--- src/ttpg_pkg.sv ---
// ----------------------------------------------------------------------------
// ttpg_pkg
// shared types, timing constants and the control store of the tape player
// ----------------------------------------------------------------------------
package ttpg_pkg;

  localparam int unsigned IMAGE_BYTES = 65536;
  localparam int unsigned IMG_AW      = $clog2(IMAGE_BYTES);
  localparam int unsigned RA_W        = 19;

  localparam logic [16:0] POS_MAX    = 17'h1FFFF;
  localparam logic [12:0] PILOT_HDR  = 13'd4032;
  localparam logic [12:0] PILOT_DATA = 13'd1611;
  localparam logic [12:0] BYTE_BITS  = 13'd8;
  localparam logic [23:0] PILOT_T    = 24'd2168;
  localparam logic [23:0] SYNC1_T    = 24'd667;
  localparam logic [23:0] SYNC2_T    = 24'd735;
  localparam logic [23:0] PAUSE_T    = 24'd2168000;
  localparam logic [10:0] BIT1_T     = 11'd1710;
  localparam logic [10:0] BIT0_T     = 11'd855;

  typedef enum logic [2:0] {
    OP_TICK   = 3'd0,
    OP_LOAD   = 3'd1,
    OP_START  = 3'd2,
    OP_STOP   = 3'd3,
    OP_REWIND = 3'd4
  } op_t;

  typedef enum logic [3:0] {
    M_STOP     = 4'd0,
    M_PLAY     = 4'd1,
    M_PILOT    = 4'd2,
    M_PILOT_LO = 4'd3,
    M_PILOT_HI = 4'd4,
    M_SYNC_LO  = 4'd5,
    M_SYNC_HI  = 4'd6,
    M_BYTE     = 4'd7,
    M_BIT      = 4'd8,
    M_BIT_LO   = 4'd9,
    M_BIT_HI   = 4'd10,
    M_PAUSE    = 4'd11
  } mode_t;

  typedef enum logic [4:0] {
    U_NOP,
    U_SET_STOP,
    U_LVL_STOP,
    U_RD_BS0,
    U_RD_BS1,
    U_RD_BS2,
    U_PILOT_INIT,
    U_PILOT,
    U_PILOT_LO,
    U_PILOT_HI,
    U_SYNC_LO,
    U_SYNC_HI,
    U_OFS_INC,
    U_RD_DATA,
    U_LOAD_SHIFT,
    U_BIT_LOAD,
    U_BIT_LO,
    U_BIT_HI,
    U_BLK_END,
    U_PAUSE_END
  } uop_t;

  typedef enum logic [3:0] {
    C_NONE,
    C_BS_GE_LEN,
    C_LT_PILOT,
    C_LT_SYNC1,
    C_LT_SYNC2,
    C_LT_BIT,
    C_LT_PAUSE,
    C_OFS_GT_LEN,
    C_PC_ZERO
  } cond_t;

  typedef enum logic [4:0] {
    W_RET0     = 5'd0,
    W_STOP_SET = 5'd1,
    W_STOP     = 5'd2,
    W_PLAY0    = 5'd3,
    W_PLAY1    = 5'd4,
    W_PLAY2    = 5'd5,
    W_PLAY3    = 5'd6,
    W_PILOT    = 5'd7,
    W_PILOT_LO = 5'd8,
    W_PILOT_HI = 5'd9,
    W_SYNC_LO  = 5'd10,
    W_SYNC_HI  = 5'd11,
    W_BYTE0    = 5'd12,
    W_BYTE1    = 5'd13,
    W_BYTE2    = 5'd14,
    W_BIT      = 5'd15,
    W_BIT_LO   = 5'd16,
    W_BIT_HI   = 5'd17,
    W_BLK_END  = 5'd18,
    W_PAUSE    = 5'd19
  } upc_t;

  typedef enum logic [1:0] {
    SQ_IDLE,
    SQ_RUN,
    SQ_REPORT
  } seq_t;

  typedef struct packed {
    uop_t  op;
    cond_t cond;
    upc_t  tgt;
    logic  fin;
    logic  hit;
  } cw_t;

  typedef struct packed {
    logic bs_ge_len;
    logic lt_pilot;
    logic lt_sync1;
    logic lt_sync2;
    logic lt_bit;
    logic lt_pause;
    logic ofs_gt_len;
    logic pc_zero;
  } flags_t;

  typedef struct packed {
    uop_t op;
    logic fin;
    logic hit;
    logic busy;
    logic report;
  } seq_out_t;

  function automatic cw_t mk_cw(uop_t op, cond_t cond, upc_t tgt, logic fin, logic hit);
    cw_t w;
    w.op   = op;
    w.cond = cond;
    w.tgt  = tgt;
    w.fin  = fin;
    w.hit  = hit;
    return w;
  endfunction

  // control store: a true condition jumps and skips the word's operation
  function automatic cw_t ctl_rom(upc_t a);
    cw_t w;
    case (a)
      W_RET0:     w = mk_cw(U_NOP,        C_NONE,       W_RET0,     1'b1, 1'b0);
      W_STOP_SET: w = mk_cw(U_SET_STOP,   C_NONE,       W_RET0,     1'b0, 1'b0);
      W_STOP:     w = mk_cw(U_LVL_STOP,   C_NONE,       W_RET0,     1'b1, 1'b1);
      W_PLAY0:    w = mk_cw(U_RD_BS0,     C_BS_GE_LEN,  W_STOP_SET, 1'b0, 1'b0);
      W_PLAY1:    w = mk_cw(U_RD_BS1,     C_NONE,       W_RET0,     1'b0, 1'b0);
      W_PLAY2:    w = mk_cw(U_RD_BS2,     C_NONE,       W_RET0,     1'b0, 1'b0);
      W_PLAY3:    w = mk_cw(U_PILOT_INIT, C_NONE,       W_RET0,     1'b0, 1'b0);
      W_PILOT:    w = mk_cw(U_PILOT,      C_NONE,       W_RET0,     1'b1, 1'b1);
      W_PILOT_LO: w = mk_cw(U_PILOT_LO,   C_LT_PILOT,   W_RET0,     1'b1, 1'b1);
      W_PILOT_HI: w = mk_cw(U_PILOT_HI,   C_LT_PILOT,   W_RET0,     1'b1, 1'b1);
      W_SYNC_LO:  w = mk_cw(U_SYNC_LO,    C_LT_SYNC1,   W_RET0,     1'b1, 1'b1);
      W_SYNC_HI:  w = mk_cw(U_SYNC_HI,    C_LT_SYNC2,   W_RET0,     1'b1, 1'b1);
      W_BYTE0:    w = mk_cw(U_OFS_INC,    C_NONE,       W_RET0,     1'b0, 1'b0);
      W_BYTE1:    w = mk_cw(U_RD_DATA,    C_OFS_GT_LEN, W_BLK_END,  1'b0, 1'b0);
      W_BYTE2:    w = mk_cw(U_LOAD_SHIFT, C_NONE,       W_RET0,     1'b0, 1'b0);
      W_BIT:      w = mk_cw(U_BIT_LOAD,   C_PC_ZERO,    W_BYTE0,    1'b0, 1'b0);
      W_BIT_LO:   w = mk_cw(U_BIT_LO,     C_LT_BIT,     W_RET0,     1'b1, 1'b1);
      W_BIT_HI:   w = mk_cw(U_BIT_HI,     C_LT_BIT,     W_RET0,     1'b1, 1'b1);
      W_BLK_END:  w = mk_cw(U_BLK_END,    C_NONE,       W_RET0,     1'b0, 1'b0);
      W_PAUSE:    w = mk_cw(U_PAUSE_END,  C_LT_PAUSE,   W_RET0,     1'b1, 1'b1);
      default:    w = mk_cw(U_NOP,        C_NONE,       W_RET0,     1'b1, 1'b0);
    endcase
    return w;
  endfunction

  function automatic upc_t entry_of(mode_t m);
    upc_t a;
    case (m)
      M_STOP:     a = W_STOP;
      M_PLAY:     a = W_PLAY0;
      M_PILOT:    a = W_PILOT;
      M_PILOT_LO: a = W_PILOT_LO;
      M_PILOT_HI: a = W_PILOT_HI;
      M_SYNC_LO:  a = W_SYNC_LO;
      M_SYNC_HI:  a = W_SYNC_HI;
      M_BYTE:     a = W_BYTE0;
      M_BIT:      a = W_BIT;
      M_BIT_LO:   a = W_BIT_LO;
      M_BIT_HI:   a = W_BIT_HI;
      M_PAUSE:    a = W_PAUSE;
      default:    a = W_RET0;
    endcase
    return a;
  endfunction

endpackage

--- src/ttpg_seq.sv ---
// ----------------------------------------------------------------------------
// ttpg_seq
// micro sequencer: step counter over the control store, conditional jumps
// ----------------------------------------------------------------------------
module ttpg_seq
  import ttpg_pkg::*;
(
  input  logic     clk,
  input  logic     rst_n,
  input  logic     go_tick,
  input  logic     go_other,
  input  mode_t    go_mode,
  input  flags_t   flags,
  output seq_out_t so
);

  seq_t state_r, state_nxt;
  upc_t upc_r, upc_nxt;
  cw_t  cw;
  logic taken;

  assign cw = ctl_rom(upc_r);

  always_comb begin
    case (cw.cond)
      C_NONE:       taken = 1'b0;
      C_BS_GE_LEN:  taken = flags.bs_ge_len;
      C_LT_PILOT:   taken = flags.lt_pilot;
      C_LT_SYNC1:   taken = flags.lt_sync1;
      C_LT_SYNC2:   taken = flags.lt_sync2;
      C_LT_BIT:     taken = flags.lt_bit;
      C_LT_PAUSE:   taken = flags.lt_pause;
      C_OFS_GT_LEN: taken = flags.ofs_gt_len;
      C_PC_ZERO:    taken = flags.pc_zero;
      default:      taken = 1'b0;
    endcase
  end

  // next state
  always_comb begin
    state_nxt = state_r;
    upc_nxt   = upc_r;
    case (state_r)
      SQ_IDLE: begin
        if (go_tick) begin
          state_nxt = SQ_RUN;
          upc_nxt   = entry_of(go_mode);
        end else if (go_other) begin
          state_nxt = SQ_REPORT;
        end
      end
      SQ_RUN: begin
        if (taken) begin
          upc_nxt = cw.tgt;
        end else if (cw.fin) begin
          state_nxt = SQ_REPORT;
        end else begin
          upc_nxt = upc_t'(upc_r + 5'd1);
        end
      end
      SQ_REPORT: state_nxt = SQ_IDLE;
      default:   state_nxt = SQ_IDLE;
    endcase
  end

  // outputs
  always_comb begin
    so.op     = U_NOP;
    so.fin    = 1'b0;
    so.hit    = 1'b0;
    so.busy   = 1'b1;
    so.report = 1'b0;
    case (state_r)
      SQ_IDLE: so.busy = 1'b0;
      SQ_RUN: begin
        so.op  = taken ? U_NOP : cw.op;
        so.fin = !taken && cw.fin;
        so.hit = cw.hit;
      end
      SQ_REPORT: so.report = 1'b1;
      default:   so.busy = 1'b1;
    endcase
  end

  always_ff @(posedge clk) begin
    if (!rst_n) begin
      state_r <= SQ_IDLE;
      upc_r   <= W_RET0;
    end else begin
      state_r <= state_nxt;
      upc_r   <= upc_nxt;
    end
  end

endmodule

--- config.mk ---
export PLATFORM = sky130hd
export DESIGN_NAME = ttpg_seq
export DESIGN_NICKNAME = d
export VERILOG_FILES = /design/src/ttpg_pkg.sv /design/src/ttpg_seq.sv
export SDC_FILE = /design/constraint.sdc
export NUM_CORES = 1
export LEC_CHECK = 0
export ABC_AREA = 1
export BUFFER_PORTS_ARGS = -buffer_cell sky130_fd_sc_hd__buf_2
export CAP_MARGIN = 20
export CELL_PAD_IN_SITES_DETAIL_PLACEMENT = 0
export CELL_PAD_IN_SITES_GLOBAL_PLACEMENT = 1
export CORE_ASPECT_RATIO = 0.7
export CORE_UTILIZATION = 39
export DETAILED_ROUTE_END_ITERATION = 7
export PLACE_DENSITY = 0.81
export SYNTH_ARGS = -nofsm -noshare
export SYNTH_HDL_FRONTEND = slang
export SYNTH_SLANG_ARGS = --single-unit
export TNS_END_PERCENT = 50
--- constraint.sdc ---
create_clock -name clk -period 2 [get_ports clk]
set_input_delay 0.1 -clock clk [delete_from_list [all_inputs] [get_ports clk]]
set_output_delay 0.1 -clock clk [all_outputs]
set_load 0.005 [all_outputs]
[Word level (Yosys, flattened, before mapping)]
Memories as Yosys holds them, arrays and structs flattened. A register that Yosys moved wholly into a read port is not among the register bits.
Index checks and enable logic that the tools add are counted.
Operators by class
  add/subtract/negate cells: 1
  equality and inequality tests: 15
  reductions and logical operators: 6
  multiplexer cells: 16
Operators by type and width (count)
  $mux W5: 6
  $eq A4 B3 Y1 const B: 4
  $pmux W5 S2: 1
  $eq A4 B2 Y1 const B: 2
  $mux W2: 4
  $pmux W1 S8: 1
  $mux W7: 1
  $ne A2 B2 Y1 const B: 3
  $ne A3 B3 Y1 const B: 2
  $reduce_and A3 Y1: 2
  $add A5 B1 Y5 const B: 1
  $eq A4 B1 Y1 const B: 1
  $eq A4 B4 Y1 const B: 1
  $pmux W2 S2: 1
  $eq A2 B1 Y1 const B: 1
  $eq A2 B2 Y1 const B: 1
  $logic_not A2 Y1: 1
  $mux W1: 2
  $reduce_bool A2 Y1: 1
  $logic_and A1 B1 Y1: 1
  $logic_not A1 Y1: 1
Word-level totals
  memory bits (read-only): 592
  register bits: 7
  output and inout port bits: 9
  word-level logic and storage cells: 42
  memories: 2
  bits of input ports: 16
Memory list
  (name not given): depth 32, width 16, rd ports 1, clocked after memory_dff 1, wr ports 0, line ttpg_pkg.sv:149  | case (a)
  (name not given): depth 16, width 5, rd ports 1, clocked after memory_dff 0, wr ports 0, line ttpg_pkg.sv:177  | case (m)

[Depth between registers and ports, before layout]
  depth after elaboration: 6
  gate-level depth with buffers: 19
  mapped depth without buffers: 19

[Worst setup path before layout]
OpenSTA, ideal clock, no wires.
  path type: register to register
  start point: reg, netlist name cw[8]
  end point: reg, netlist name cw[0]
  stages on the path, launching flop included: 18
  path slack: 0.213 ns
  library setup time: 0.116 ns
  buffers on the path: 0
  data arrival time: 1.670 ns
  data required time: 1.884 ns
  clock period less this slack: 1.787 ns
  path through: dfxtp_1 > inv_1 > nand3_1 > nand2_2 > o21ai_4 > nand2_4 > nand2_4 > nand3_4 > nand3_1 > nand2_2 > nand2_4 > clkinv_4 > nand2_2 > nand2_1 > nand2_1 > nand2_1 > nand2_1 > nand2_1
On the way
  longest elaborated chain between the ends: 6
  elaborated cells between the ends (all ways): 15
  those cells by class: eq/ne (9); mux (5); reduce/logical (1)
RTL lines
  $eq A4 B4 Y1, or another cell as far along: line ttpg_seq.sv:25  | case (cw.cond)
  $pmux W1 S8 *: line ttpg_seq.sv:25
  $ne A3 B3 Y1 (no source line) or $mux W5 (tied branches)
  $reduce_and A3 Y1 (no source line) or $pmux W5 S2 (tied branches)
  $mux W5 (no source line) * (2 in a row)
Mark *: on every way between the ends. The rest lies on a longest branch, timed or not.
A chain may end at the register's enable or synchronous reset.

[Worst setup path in the final report]
  start point: reg, netlist name cw[8]
  end point: reg, netlist name cw[12]
On the way
  longest elaborated chain between the ends: 6
  elaborated cells between the ends (all ways): 15
  those cells by class: eq/ne (9); mux (5); reduce/logical (1)
RTL lines (line)
  $eq A4 B4 Y1, or another cell as far along: ttpg_seq.sv:25
  $pmux W1 S8 *: ttpg_seq.sv:25
  $ne A3 B3 Y1 (no source line) or $mux W5 (tied branches)
  $reduce_and A3 Y1 (no source line) or $pmux W5 S2 (tied branches)
  $mux W5 (no source line) * (2 in a row)
Marked as above.

==> impl_metrics.toml <==
[setup_path]
critPathArrivalTime_ps = 2190
cp_cell_sequence = "inv_2, nor2_1, nand3_1, nand2_2, nor2_4, nand2_4, nand2_4, nand3_4, buf_6, nand3_4, nand2_4, nor2_8, nand2_4, nor2_8, nor2_4, nor2_2"
max_stage_delay_ps = 380
r2r_end = "cw[12]$_DFF_P_"
r2r_start = "cw[8]$_DFF_P_"
r2r_setup_slack_ps = 7
cp-start-kind = "register"
required_ps = 2190
end_kind = "register"
r2r_cells = 16
crit_fanout = 7
criticalPathCategory = "register to register"
timing.critical_path.mode_cell = "nand2_4"
slowest_stage = "dfxtp_4"

[die]
num_io_pins = 25
core_mm2 = 0.00328
rows = 17
die_h_um = 52.1
start_util = 0.427
dieArea_mm2 = 0.00383
die_width_um = 73.6

[drt]
first_pass_iters = 4
vias = 1391
via_per_inst = 4.76
wirelength_um = 3710
avgRoutedWirePerCell_um = 12.7
ant_nets = 0
drcViolationCount = 0
drtIter0Drc = 58

[final_layout]
nNetsFinal = 268
postLayoutCoreUtil = 0.597
diodes = 0
final_layout_size_suffix_gt1_frac = 0.453
area_growth_pct = 39.7

[sta]
tightestPinTransition_ps = 367
maxSlewHeadroom = 0.755
setup_violations = 0
fin_crit_ps = 1990
rsz0062_at_grt = "yes"
skew_ps = 1.22
fmax_mhz = 502
fin_crit_sh = 0.996
drv_slew = 0
finalHoldViolations = 0

[synth]
synth.distinct_cells = 33
syn_inst = 197
yosys.area.top_type = "dfxtp_1"
yosysSeqAreaShare = 0.286
synth_nets = 219
yosysWarnings = 0
yosysTopAreaCellShare = 0.286
synth-seq-cells = 20
yosys-top-cells-area = "dfxtp_1 29%, nand2_1 11%, inv_1 7.2%, nor2_1 7.2%, nand3_1 7.2%"
postSynthAreaPerCell_um2 = 7.10
syn_area_mm2 = 0.00140

[clock_network]
root_buffer = "clkbuf_8"
clock_sinks = 20
cts_buffer_depth = 2
clock_latency_ps = 250
cts_inserted_buffers = 3
cts_hold_buffers = 0
clk_pin_slew_ps = 70
htreeDepth = 1
cts_tree = "yes"

[global_routing]
grt_max_degree = 13
grt_pass1_wl_um = 5780
grt-ovfl-total = 0
grt.total_usage = 0.202
antenna_found_initial = 0
grt_pass1_vias = 1242

[power]
p_leak_nw = 0.991
powerDensity_mw_per_mm2 = 1080
power.total_mw = 2.12
peakVddDrop_mv = 0.503

[flow_run]
drv_cap = 0

[run_status]
status = "complete, no violations"

[min_path]
hold_path_end = "state_r[1]$_SDFFE_PN0P_"
worstHoldPathCells = 3
hp-class = "input pin to register"
min-delay-start = "go_other"

[placement]
gp_congestion = 0.898
dpl.hpwl_um = 2950
io_buffer_count = 24
==> cells by family after synthesis <==
logic type | synth area share
AND/OR/NAND/NOR | 0.462
buffers and inverters | 0.0984
flip-flops | 0.286
AO/OA/AOI/OAI | 0.0805
adder cells (fa/ha/maj) | 0.0537
XOR/XNOR | 0.0188
==> placed cells by master, fill, tap and decap left out, types with 2 or more instances in the layout <==
master and count:
inv_1 25, nand2_2 11, dfxtp_1 17, buf_4 19
inv_2 4, o21ai_0 3, a21oi_1 2, nand3_1 15
buf_2 24, buf_6 2, nand2_1 36, nand3_2 6
nor2_2 9, clkbuf_8 3, nand2_4 7, nand4_1 3
o21ai_4 2, ha_1 6, xnor2_1 3, nor2_8 2
nor2_1 17, nor2_4 7, dfxtp_4 2, nand3_4 3
==> timing repair <==
item,in CTS,in global routing
resized for setup,4,37
setup buffers,1,7
setup endpoints to repair,7,10
pin swaps,1,20
==> Yosys cell counts <==
cell type	number
xnor2_1	3
o21ai_2	2
o211ai_2	1
dfxtp_1	20
o21ai_0	3
inv_2	3
clkinv_4	1
o221ai_1	1
a21oi_1	3
nor2_4	1
o22ai_1	1
nand4_1	3
o311ai_0	1
nor2_2	5
nand3_4	1
nand3_1	20
nor4_1	1
nand2_2	7
o21ai_4	1
o21ai_1	1
and2_1	1
nand2_4	7
nor2_8	2
buf_2	1
inv_1	27
ha_1	6
nand3_2	3
nand2_1	40
nor2_1	27
or2_1	1
nor3_1	1
o211ai_1	1
buf_6	1
==> worst max-delay path, delay by kind of cell (launching register included) <==
family	cells	cell delay (ps)
and+or+nand+nor	14	1320
DFF	1	380
buffers and inverters	2	230
==> metal layers <==
layer	vias to the layer above	wire length (um)	share of wire	track usage
li1	717	-	-	-
met1	654	1940	0.52	0.303
met2	20	1650	0.45	0.304
met3	0	115	0.031	0.0349
met4	0	0	0	0.0288
met5	-	0	0	0
==> final cells by class <==
| cell class | instances | area [um^2] |
|---|---|---|
| fill | 323 | 1320 |
| multi-input combinational | 144 | 986 |
| sequential | 20 | 409 |
| timing repair buffer | 46 | 305 |
| inverter | 31 | 124 |
| tap | 47 | 58.8 |
| clock buffer | 3 | 41.3 |
| clock inverter | 1 | 30.0 |
==> metrics by stage <==
stage               worst slack (ps)  TNS, ps  instances  hold WS [ps]  area, um^2
global route                    -116     -707        292           119        1950
floorplan                        213        0        197           276        1400
global placement               -6.14    -8.13        280           389        1680
CTS                             37.5        0        285           126        1770
detailed placement             -54.3     -206        280           401        1680
finish                          7.11        0        292           129        1950
==> how the worst max path moves through the flow <==
stage / start / end / slack (ps)
global placement: cw[8]$_DFF_P_ / cw[0]$_DFF_P_ / -6
CTS: cw[8]$_DFF_P_ / cw[0]$_DFF_P_ / 40
global route: cw[8]$_DFF_P_ / cw[11]$_DFF_P_ / -120
detailed placement: cw[8]$_DFF_P_ / cw[0]$_DFF_P_ / -50
floorplan: cw[8]$_DFF_P_ / cw[0]$_DFF_P_ / 210
finish: cw[8]$_DFF_P_ / cw[12]$_DFF_P_ / 7
==> flip-flops by register name, indices dropped and copies added (netlist names) <==
name,flops
cw,13
upc_r,5
state_r,2
==> power breakdown <==
group	internal [mW]	switching [mW]	total (mW)
Clock	0.267	0.127	0.394
Combinational	0.473	0.663	1.14
Sequential	0.502	0.0842	0.586
Total	1.24	0.874	2.12
No activity file was read; power rests on OpenSTA's default activity.
